$ cat src/sv/strt_pkg.sv
// ----------------------------------------------------------------------------
// strt_pkg: shared types and constants
// region record layout, item kinds, status codes and sequence compares
// ----------------------------------------------------------------------------
package strt_pkg;

  localparam int unsigned MaxRegionsDefault = 32;
  localparam int unsigned SeqW  = 32;
  localparam int unsigned TimeW = 63;
  localparam int unsigned CntW  = 8;

  // item kinds
  localparam logic [1:0] KIND_RECORD  = 2'd0;
  localparam logic [1:0] KIND_LOOKUP  = 2'd1;
  localparam logic [1:0] KIND_RELEASE = 2'd2;

  // status codes
  localparam logic [1:0] STAT_OK   = 2'd0;
  localparam logic [1:0] STAT_FULL = 2'd1;
  localparam logic [1:0] STAT_BAD  = 2'd2;

  typedef struct packed {
    logic [CntW-1:0]  cnt;
    logic [TimeW-1:0] tl;
    logic [TimeW-1:0] tf;
    logic [SeqW-1:0]  stop;
    logic [SeqW-1:0]  start;
  } region_t;

  typedef struct packed {
    logic [SeqW-1:0]  release_seq;
    logic [SeqW-1:0]  lookup_seq;
    logic [TimeW-1:0] sent_time;
    logic [SeqW-1:0]  range_end;
    logic [SeqW-1:0]  range_begin;
    logic [1:0]       kind;
  } item_t;

  typedef struct packed {
    logic [CntW-1:0]  hit_count;
    logic [TimeW-1:0] hit_last_time;
    logic [TimeW-1:0] hit_first_time;
    logic [SeqW-1:0]  hit_end;
    logic [SeqW-1:0]  hit_begin;
    logic             found;
    logic [1:0]       status;
  } result_t;

  // modulo 2^32 compares
  function automatic logic seq_lt(logic [SeqW-1:0] a, logic [SeqW-1:0] b);
    logic [SeqW-1:0] d;
    d = a - b;
    return d[SeqW-1];
  endfunction

  function automatic logic seq_le(logic [SeqW-1:0] a, logic [SeqW-1:0] b);
    return (a == b) || seq_lt(a, b);
  endfunction

endpackage

$ cat src/sv/strt_ctrl.sv
// ----------------------------------------------------------------------------
// strt_ctrl: table sequencer
// walks the live bank one entry at a time and streams the new table into
// the other bank; the banks swap when an update succeeds
// ----------------------------------------------------------------------------
module strt_ctrl #(
  parameter int unsigned MaxRegions = strt_pkg::MaxRegionsDefault,
  parameter int unsigned AddrW      = $clog2(MaxRegions),
  parameter int unsigned CntW       = $clog2(MaxRegions + 3)
) (
  input  logic                clk_i,
  input  logic                rst_ni,
  input  logic                in_valid_i,
  output logic                in_ready_o,
  input  strt_pkg::item_t     in_item_i,
  output logic                out_valid_o,
  input  logic                out_ready_i,
  output strt_pkg::result_t   out_res_o,
  output logic                mem_we_o,
  output logic [AddrW-1:0]    mem_waddr_o,
  output strt_pkg::region_t   mem_wdata_o,
  output logic [AddrW-1:0]    mem_raddr_o,
  input  strt_pkg::region_t   mem_rdata_i,
  output logic                bank_o
);

  localparam logic [3:0] ST_IDLE  = 4'd0;
  localparam logic [3:0] ST_PA    = 4'd1;
  localparam logic [3:0] ST_PB    = 4'd2;
  localparam logic [3:0] ST_PC    = 4'd3;
  localparam logic [3:0] ST_PREP  = 4'd4;
  localparam logic [3:0] ST_FETCH = 4'd5;
  localparam logic [3:0] ST_LOAD  = 4'd6;
  localparam logic [3:0] ST_STEP  = 4'd7;
  localparam logic [3:0] ST_TAIL  = 4'd8;
  localparam logic [3:0] ST_FIN   = 4'd9;

  localparam logic [1:0] PH_PRE   = 2'd0;
  localparam logic [1:0] PH_COVER = 2'd1;
  localparam logic [1:0] PH_POST  = 2'd2;

  logic [3:0] state_q, state_d;
  logic [1:0] phase_q, phase_d;
  logic [1:0] kind_q, kind_d;
  logic [31:0] key_q, key_d;   // range begin, lookup or release sequence
  logic [31:0] end_q, end_d;
  logic [62:0] time_q, time_d;
  logic [31:0] cur_q, cur_d;
  logic [31:0] first_q, first_d;
  strt_pkg::region_t w_q, w_d;
  logic [CntW-1:0] idx_q, idx_d, wcnt_q, wcnt_d, used_q, used_d;
  logic bank_q, bank_d, tail_q, tail_d, oval_q, oval_d;
  strt_pkg::result_t res_q, res_d;

  logic emit;
  strt_pkg::region_t emit_data, cov;
  logic [CntW-1:0] used_m1;

  // covered region merged with the new send
  always_comb begin
    cov    = w_q;
    cov.tf = (w_q.tf > time_q) ? time_q : w_q.tf;
    cov.tl = (w_q.tl < time_q) ? time_q : w_q.tl;
    cov.cnt = (w_q.cnt == 8'hFF) ? 8'hFF : w_q.cnt + 8'd1;
  end

  assign used_m1 = used_q - CntW'(1);

  always_comb begin
    state_d = state_q; phase_d = phase_q; kind_d = kind_q; key_d = key_q;
    end_d = end_q; time_d = time_q; cur_d = cur_q; first_d = first_q;
    w_d = w_q; idx_d = idx_q; wcnt_d = wcnt_q; used_d = used_q;
    bank_d = bank_q; tail_d = tail_q; oval_d = oval_q; res_d = res_q;
    emit = 1'b0;
    emit_data = w_q;
    mem_raddr_o = idx_q[AddrW-1:0];

    if (oval_q && out_ready_i) begin
      oval_d = 1'b0;
    end

    unique case (state_q)
      ST_IDLE: begin
        if (in_valid_i && !oval_q) begin
          kind_d  = in_item_i.kind;
          end_d   = in_item_i.range_end;
          time_d  = in_item_i.sent_time;
          cur_d   = in_item_i.range_begin;
          idx_d   = '0;
          wcnt_d  = '0;
          phase_d = PH_PRE;
          tail_d  = 1'b0;
          res_d   = '0;
          case (in_item_i.kind)
            strt_pkg::KIND_RECORD: begin
              key_d = in_item_i.range_begin;
              if (!strt_pkg::seq_lt(in_item_i.range_begin, in_item_i.range_end)) begin
                res_d.status = strt_pkg::STAT_BAD;
                oval_d = 1'b1;
              end else if (used_q == '0) begin
                state_d = ST_TAIL;
              end else begin
                state_d = ST_PA;
              end
            end
            strt_pkg::KIND_LOOKUP: begin
              key_d = in_item_i.lookup_seq;
              state_d = ST_FETCH;
            end
            strt_pkg::KIND_RELEASE: begin
              key_d = in_item_i.release_seq;
              state_d = ST_FETCH;
            end
            default: begin
              res_d.status = strt_pkg::STAT_BAD;
              oval_d = 1'b1;
            end
          endcase
        end
      end
      ST_PA: begin
        mem_raddr_o = '0;
        state_d = ST_PB;
      end
      ST_PB: begin
        first_d = mem_rdata_i.start;
        mem_raddr_o = used_m1[AddrW-1:0];
        state_d = ST_PC;
      end
      ST_PC: begin
        if (!(strt_pkg::seq_le(first_q, key_q) &&
              strt_pkg::seq_le(key_q, mem_rdata_i.stop))) begin
          res_d.status = strt_pkg::STAT_BAD;
          oval_d = 1'b1;
          state_d = ST_IDLE;
        end else if (mem_rdata_i.stop == key_q) begin
          phase_d = PH_POST;
          tail_d  = 1'b1;
          state_d = ST_FETCH;
        end else if (end_q == first_q) begin
          state_d = ST_PREP;
        end else begin
          state_d = ST_FETCH;
        end
      end
      ST_PREP: begin
        emit = 1'b1;
        emit_data = '{cnt: 8'd1, tl: time_q, tf: time_q, stop: end_q, start: key_q};
        phase_d = PH_POST;
        state_d = ST_FETCH;
      end
      ST_FETCH: begin
        if (idx_q == used_q) begin
          if (kind_q == strt_pkg::KIND_RECORD) begin
            if (phase_q == PH_PRE) begin
              res_d.status = strt_pkg::STAT_BAD;
              oval_d = 1'b1;
              state_d = ST_IDLE;
            end else if (tail_q || (phase_q == PH_COVER && cur_q != end_q)) begin
              state_d = ST_TAIL;
            end else begin
              state_d = ST_FIN;
            end
          end else begin
            state_d = ST_FIN;
          end
        end else begin
          state_d = ST_LOAD;
        end
      end
      ST_LOAD: begin
        w_d = mem_rdata_i;
        state_d = ST_STEP;
      end
      ST_STEP: begin
        case (kind_q)
          strt_pkg::KIND_LOOKUP: begin
            if (strt_pkg::seq_lt(key_q, w_q.start)) begin
              oval_d = 1'b1;
              state_d = ST_IDLE;
            end else if (strt_pkg::seq_lt(key_q, w_q.stop)) begin
              res_d.found          = 1'b1;
              res_d.hit_begin      = w_q.start;
              res_d.hit_end        = w_q.stop;
              res_d.hit_first_time = w_q.tf;
              res_d.hit_last_time  = w_q.tl;
              res_d.hit_count      = w_q.cnt;
              oval_d = 1'b1;
              state_d = ST_IDLE;
            end else begin
              idx_d = idx_q + CntW'(1);
              state_d = ST_FETCH;
            end
          end
          strt_pkg::KIND_RELEASE: begin
            idx_d = idx_q + CntW'(1);
            state_d = ST_FETCH;
            if (phase_q == PH_PRE && strt_pkg::seq_le(w_q.stop, key_q)) begin
              // dropped region
            end else begin
              emit = 1'b1;
              if (phase_q == PH_PRE && strt_pkg::seq_lt(w_q.start, key_q)) begin
                emit_data.start = key_q;
              end
              phase_d = PH_POST;
            end
          end
          default: begin
            unique case (phase_q)
              PH_PRE: begin
                if (strt_pkg::seq_le(w_q.stop, key_q)) begin
                  emit = 1'b1;
                  idx_d = idx_q + CntW'(1);
                  state_d = ST_FETCH;
                end else if (!strt_pkg::seq_le(w_q.start, key_q)) begin
                  res_d.status = strt_pkg::STAT_BAD;
                  oval_d = 1'b1;
                  state_d = ST_IDLE;
                end else begin
                  if (w_q.start != key_q) begin
                    // split off the part below the range
                    emit = 1'b1;
                    emit_data.stop = key_q;
                    w_d.start = key_q;
                  end
                  phase_d = PH_COVER;
                end
              end
              PH_COVER: begin
                if (strt_pkg::seq_le(w_q.stop, end_q)) begin
                  if (w_q.start != cur_q) begin
                    res_d.status = strt_pkg::STAT_BAD;
                    oval_d = 1'b1;
                    state_d = ST_IDLE;
                  end else begin
                    emit = 1'b1;
                    emit_data = cov;
                    cur_d = w_q.stop;
                    idx_d = idx_q + CntW'(1);
                    state_d = ST_FETCH;
                  end
                end else if (cur_q != end_q) begin
                  if (w_q.start != cur_q) begin
                    res_d.status = strt_pkg::STAT_BAD;
                    oval_d = 1'b1;
                    state_d = ST_IDLE;
                  end else begin
                    // covered head of a region that reaches past the range
                    emit = 1'b1;
                    emit_data = cov;
                    emit_data.stop = end_q;
                    w_d.start = end_q;
                    phase_d = PH_POST;
                  end
                end else begin
                  phase_d = PH_POST;
                end
              end
              default: begin
                emit = 1'b1;
                idx_d = idx_q + CntW'(1);
                state_d = ST_FETCH;
              end
            endcase
          end
        endcase
      end
      ST_TAIL: begin
        emit = 1'b1;
        emit_data = '{cnt: 8'd1, tl: time_q, tf: time_q, stop: end_q, start: cur_q};
        state_d = ST_FIN;
      end
      ST_FIN: begin
        oval_d = 1'b1;
        state_d = ST_IDLE;
        if (kind_q == strt_pkg::KIND_RECORD && wcnt_q > CntW'(MaxRegions)) begin
          res_d.status = strt_pkg::STAT_FULL;
        end else if (kind_q != strt_pkg::KIND_LOOKUP) begin
          bank_d = ~bank_q;
          used_d = wcnt_q;
        end
      end
      default: state_d = ST_IDLE;
    endcase

    if (emit) begin
      wcnt_d = wcnt_q + CntW'(1);
    end
  end

  assign mem_we_o    = emit && (wcnt_q < CntW'(MaxRegions));
  assign mem_waddr_o = wcnt_q[AddrW-1:0];
  assign mem_wdata_o = emit_data;
  assign in_ready_o  = (state_q == ST_IDLE) && !oval_q;
  assign out_valid_o = oval_q;
  assign out_res_o   = res_q;
  assign bank_o      = bank_q;

  always_ff @(posedge clk_i or negedge rst_ni) begin
    if (!rst_ni) begin
      state_q <= ST_IDLE;
      phase_q <= PH_PRE;
      idx_q   <= '0;
      wcnt_q  <= '0;
      used_q  <= '0;
      bank_q  <= 1'b0;
      tail_q  <= 1'b0;
      oval_q  <= 1'b0;
      kind_q  <= strt_pkg::KIND_RECORD;
    end else begin
      state_q <= state_d;
      phase_q <= phase_d;
      idx_q   <= idx_d;
      wcnt_q  <= wcnt_d;
      used_q  <= used_d;
      bank_q  <= bank_d;
      tail_q  <= tail_d;
      oval_q  <= oval_d;
      kind_q  <= kind_d;
    end
  end

  always_ff @(posedge clk_i) begin
    key_q   <= key_d;
    end_q   <= end_d;
    time_q  <= time_d;
    cur_q   <= cur_d;
    first_q <= first_d;
    w_q     <= w_d;
    res_q   <= res_d;
  end

endmodule

$ cat config.mk
export PLATFORM = sky130hd
export DESIGN_NAME = strt_ctrl
export DESIGN_NICKNAME = d
export VERILOG_FILES = /design/src/sv/strt_pkg.sv /design/src/sv/strt_ctrl.sv
export SDC_FILE = /design/constraint.sdc
export NUM_CORES = 2
export LEC_CHECK = 0
export BUFFER_PORTS_ARGS = -buffer_cell sky130_fd_sc_hd__buf_2
export CAP_MARGIN = 10
export CORE_AREA = 4 4 308 310
export CTS_CLUSTER_DIAMETER = 50
export CTS_CLUSTER_SIZE = 8
export DETAILED_ROUTE_END_ITERATION = 16
export DIE_AREA = 0 0 312 314
export PLACE_DENSITY = 0.69
export RECOVER_POWER = 50
export SETUP_SLACK_MARGIN = 0.2
export SYNTH_ARGS = -nofsm -noshare
export SYNTH_HDL_FRONTEND = slang
export SYNTH_SLANG_ARGS = --single-unit
export TNS_END_PERCENT = 100
$ cat constraint.sdc
create_clock -name clk_i -period 17.35 [get_ports clk_i]
set_clock_uncertainty 0.2 [all_clocks]
set_input_delay 2.6025 -clock clk_i [delete_from_list [all_inputs] [get_ports clk_i]]
set_output_delay 2.6025 -clock clk_i [all_outputs]
set_load 0.1 [all_outputs]
-- Word-level counts from Yosys, hierarchy flattened
Index checks and enable logic that the tools add are counted.
- output and inout bits: 413
- flip-flop bits (word level): 619
- logic and storage cells: 288
- input bits: 395
- order comparisons: 4
- equality and inequality tests: 68
- reduce and logical (&&, ||, !) cells: 44
- bitwise logic cells: 2
- add/subtract/negate cells: 12
- muxes and demuxes: 132
- operators by type and width (operator ; count):
    $mux 198 ; 4
    $mux 199 ; 3
    $pmux 198 s3 ; 1
    $mux 32 ; 18
    $pmux 199 s2 ; 1
    $pmux 32 s2 ; 5
    $sub 32x32->32 ; 8
    $eq 32x32->1 ; 7
    $mux 201 ; 1
    $mux 166 ; 1
    $mux 134 ; 1
    $mux 63 ; 2
    $ne 32x32->1 ; 3
    $pmux 32 s3 ; 1
    $gt 63x63->1 ; 1
    $lt 63x63->1 ; 1
    $mux 4 ; 13
    $mux 6 ; 8
    $mux 2 ; 21
    $ne 3x3->1 const B ; 12
    $pmux 4 s9 ; 1
    $pmux 6 s2 ; 3
    $ne 2x2->1 const B ; 15
    $mux 1 ; 26
    other kinds (50) ; 105

-- Depth between registers and ports, before layout
- word-level depth: 9
- depth in mapped cells: 15
- mapped depth without buffers: 12

-- Least setup slack after synthesis
No wires, ideal clock.
- kind: register -> register
- start point: reg key_q[9]
- end point: reg res_q, in the netlist out_res_o[100] (enable)
- buffers on the path: 0
- data arrival time: 16.336 ns
- cell stages (with the launch flop): 11
- required time: 16.117 ns
- setup slack: -0.219 ns
- clock period less this slack: 17.569 ns
- setup time: 1.033 ns
- path through: edfxtp_1 inv_1 ha_1 and3_4 a221o_1 a221oi_2 o31ai_1 a2111oi_4 o21a_1 mux2i_1 o21ai_0
- word-level cells in the longest chain between the ends: 3
- elaborated cells on any way between the ends: 5
- ends and longest elaborated chain (element ; RTL line ; source):
    start, declared ; strt_ctrl.sv:45 ; logic [31:0] key_q, key_d;
    start signal, assigned ; strt_ctrl.sv:324 ; key_q <= key_d;
    $sub 32x32->32 ; strt_pkg.sv:52 ; d = a - b;
    $ne 2x2->1 (no source line) ; -- ;
    $reduce_and 5->1 (no source line) (*) ; -- ;
    end signal, assigned ; strt_ctrl.sv:330 ; res_q <= res_d;
    end, declared ; strt_ctrl.sv:53 ; strt_pkg::result_t res_q, res_d;
Mark *: on every way between the ends. The rest lies on a longest branch, timed or not.
A chain may end at the register's enable or synchronous reset.

==> impl_metrics.yaml <==
setup_path:
  cp-start-kind: "register"
  crit_path_top_delay_cell: "clkbuf_1"
  critical_path_class: "reg -> out"
  path_cells: "nor2b_1 > nand3_1 > inv_6 > clkbuf_1 > buf_4 > o221ai_1 > a21o_1 > o221ai_1 > buf_2"
  endpoint_kind: "primary output"
  worst-r2r-setup-slack_ns: 9.27
  cp_common_cell: "o221ai_1"
  worstPathMaxFanout: 100
  worst-endpoint-arrival_ns: 9.28
  r2r_end: "cov[8]$_DFFE_PP_"
  critPathMaxStageDelay_ns: 2.63
  reg2reg_from: "state_q[2]$_DFFE_PN0P_"
  r2r_cells: 6
  required_ns: 14.55
status:
  outcome: "finished with violations"
  violations: "max-capacitance violations, max-slew violations"
layout:
  finish.net_count: 4756
  fin_cells: 5229
  drive_gt1_share_pct: 25.9
  syn_to_final_growth_pct: 23.2
  fillers: 8343
power_and_ir_drop:
  p_leak_nw: 19.1
  irDropWorstVdd_mv: 0.204
  power_mw: 8.39
  pwr_density_cell_nw_per_um2: 188
routing:
  vias: 30265
  antenna_left: 0
  drcViolationCount: 0
  routed_via_density: 5.79
  wirelength_mm: 155
  drt_iter0_drc: 3115
  dr.pass1.iters: 6
  wl_per_cell_um: 29.6
placement:
  hpwl_mm: 121
  dp_cells: 5056
  gp_congestion: 1.02
  io_buffers: 807
sta:
  final_max_slew_viol_count: 573
  hold_viol: 0
  period_share_pct: 69.6
  slew_headroom_pct: -167
  worst_pin_slew_ns: 4.00
  fmax_mhz: 82.8
  hold_ws_ns: 0.270
  rsz0062_at_grt: "false"
  final-setup-viol-count: 0
  finalCriticalPeriod_ns: 12.08
  final.setup.tns_ns: 0
cts:
  cts-root-buf: "clkbuf_16"
  cts_tree: "built"
  htree_levels: 3
  postCtsSetupBuffers: 0
  cts_sinks: 619
  cts_max_path_buffers: 3
  holdBufCountCts: 0
  worstSkewPairLatency_ns: 0.69
  clkTransAtPathRegs_ns: 0.05
  numCtsBuffers: 104
  ctsResizeCount: 0
logic_synthesis:
  synth.distinct_cells: 85
  synth_edf_count: 590
  netlist_area_um2: 36200
  synth_nets: 3931
  synthAdderAreaFrac_pct: 13.3
  synth_compound_area_share_pct: 12.8
  ys_seq_area_share_pct: 51.0
  syn_area_per_cell_um2: 11.5
  synth-simple-area-share_pct: 11.1
  synth_seq_cells: 619
  ys.warnings.count: 0
  synth_xor_area_share_pct: 2.86
  async_reset_ff_share_pct: 4.68
  synthFlopType: "edfxtp_1"
  synthMuxAreaShare_pct: 4.58
  synth_top_family_by_area: "adder cells"
  synthCells: 3151
floorplan:
  die_w_um: 312
  coreArea_um2: 91700
  io_pins: 808
  rows: 111
  start_util_pct: 39.5
  dieArea_um2: 98000
  die_h_um: 314
worst_hold_path:
  hold_class: "reg -> reg"
  hold_end: "bank_o$_DFFE_PN0P_"
  min-delay-start: "bank_o$_DFFE_PN0P_"
  hold_depth: 1
global_routing:
  grt.total_usage_pct: 30.3
  first_global_vias: 30234
  grt_max_degree: 101
  antenna_found_initial: 44
  grt_first_pass_wirelength_mm: 215
  grt-ovfl-total: 0
flow_run:
  max_cap_viol_count: 11
-- metal layers --
metal  vias to the layer above  global-route usage [%]  wire length [um]
li1                      13320                       -                 -
met2                      1868                    52.3             75000
met5                         -                       0               279
met4                        40                    18.1             11400
met3                       481                    7.98             14200
met1                     14556                    33.8             53800
-- kinds of logic after synthesis --
kind of cell / count (synthesis)
xor+xnor: 118
compound gates: 678
buf+inv: 399
mux: 149
simple gates: 802
flops: 619
fa+ha+maj: 386
-- Yosys cell counts, types with 13 or more instances --
library cell | number | area [um2]
clkbuf_1 | 84 | 315
inv_1 | 276 | 1040
nor4_1 | 28 | 175
nor3_1 | 25 | 125
a22oi_1 | 78 | 586
a31oi_1 | 42 | 263
o21ai_0 | 108 | 541
nand2_1 | 209 | 785
mux2_2 | 127 | 1430
o31ai_1 | 14 | 105
and4_1 | 14 | 123
a21oi_1 | 161 | 806
nor2_1 | 200 | 751
a21o_1 | 104 | 781
o21a_1 | 13 | 97.6
xor2_1 | 74 | 648
buf_4 | 19 | 143
mux2i_1 | 15 | 150
dfrtp_1 | 29 | 726
nand4_1 | 64 | 400
nand3_1 | 36 | 180
and2_1 | 145 | 907
o211ai_1 | 13 | 97.6
ha_1 | 385 | 4820
xnor2_1 | 44 | 385
nand2b_1 | 15 | 93.8
a211oi_1 | 19 | 143
nor2b_1 | 27 | 169
o221ai_1 | 37 | 324
edfxtp_1 | 590 | 17700
-- worst max-delay path by stage --
stage / end / cells after the start / startpoint
after floorplan: out_res_o[100]$_SDFFCE_PN0P_ / 10 / key_q[9]$_DFFE_PP_
after global placement: mem_wdata_o[52] / 13 / end_q[24]$_DFFE_PP_
after detailed placement: mem_wdata_o[52] / 13 / end_q[24]$_DFFE_PP_
after CTS: mem_wdata_o[52] / 13 / end_q[26]$_DFFE_PP_
after global routing: mem_wdata_o[33] / 9 / state_q[2]$_DFFE_PN0P_
final: mem_wdata_o[33] / 9 / state_q[2]$_DFFE_PN0P_
-- critical path, delay by kind of cell (launching register included) --
family,cells,cell delay [ns]
AOI/OAI and AO/OA,3,0.61
and+or+nand+nor,2,1.83
DFF,1,0.68
buffers and inverters,4,5.39
-- per-stage QoR --
step                setup slack (ns)  utilization [%]  area [um2]
global route                    4.59             48.6       44600
finish                          5.27             48.7       44600
floorplan                       5.16                -       36200
CTS                             8.61             48.8       44700
global placement                9.39             45.3       41500
detailed placement              9.37             45.3       41500
-- layout make-up --
class / count / area [um2] / area share [%]
Sequential cell: 619 / 18400 / 41.4
Clock inverter: 39 / 502 / 1.13
Inverter: 278 / 1050 / 2.35
Tap cell: 1186 / 1480 / 3.33
Clock buffer: 120 / 2690 / 6.04
Multi-Input combinational cell: 2133 / 16300 / 36.5
Timing Repair Buffer: 840 / 4130 / 9.26
Antenna cell: 14 / 35.0 / 0.0786
-- registers in the layout, indices dropped and copies added (netlist names) --
name         flops
bank_o           1
cov             64
cur_q           32
end_q           32
first_q         32
idx_q            6
key_q           32
kind_q           2
out_res_o      201
out_valid_o      1
phase_q          2
state_q          4
tail_q           1
time_q          63
used_q           6
w_q            134
wcnt_q           6
-- where the power goes --
group / total [mW] / internal [mW] / switching [mW]
Combinational: 4.13 / 0.812 / 3.32
Sequential: 2.31 / 2.02 / 0.284
Clock: 1.95 / 1.22 / 0.726
Total: 8.39 / 4.06 / 4.33
-- cells in the final DEF (no fill, tap or decap), types with 15 or more instances in the layout --
| cell type | instances |
|---|---|
| nand2_1 | 208 |
| and2_1 | 114 |
| nor2_1 | 196 |
| buf_4 | 23 |
| o21ai_0 | 105 |
| nor2b_1 | 26 |
| mux2i_1 | 15 |
| clkbuf_16 | 105 |
| a211oi_1 | 19 |
| xor2_1 | 74 |
| a22oi_1 | 78 |
| clkbuf_1 | 126 |
| nand3_1 | 36 |
| mux2_2 | 127 |
| a21o_1 | 104 |
| ha_1 | 382 |
| and2_0 | 31 |
| a31oi_1 | 42 |
| inv_1 | 275 |
| nor3_1 | 24 |
| dfrtp_1 | 29 |
| nand4_1 | 64 |
| o221ai_1 | 37 |
| nor4_1 | 28 |
| xnor2_1 | 44 |
| buf_2 | 704 |
| a21oi_1 | 159 |
| edfxtp_1 | 590 |
No activity file was read; power rests on OpenSTA's default activity.
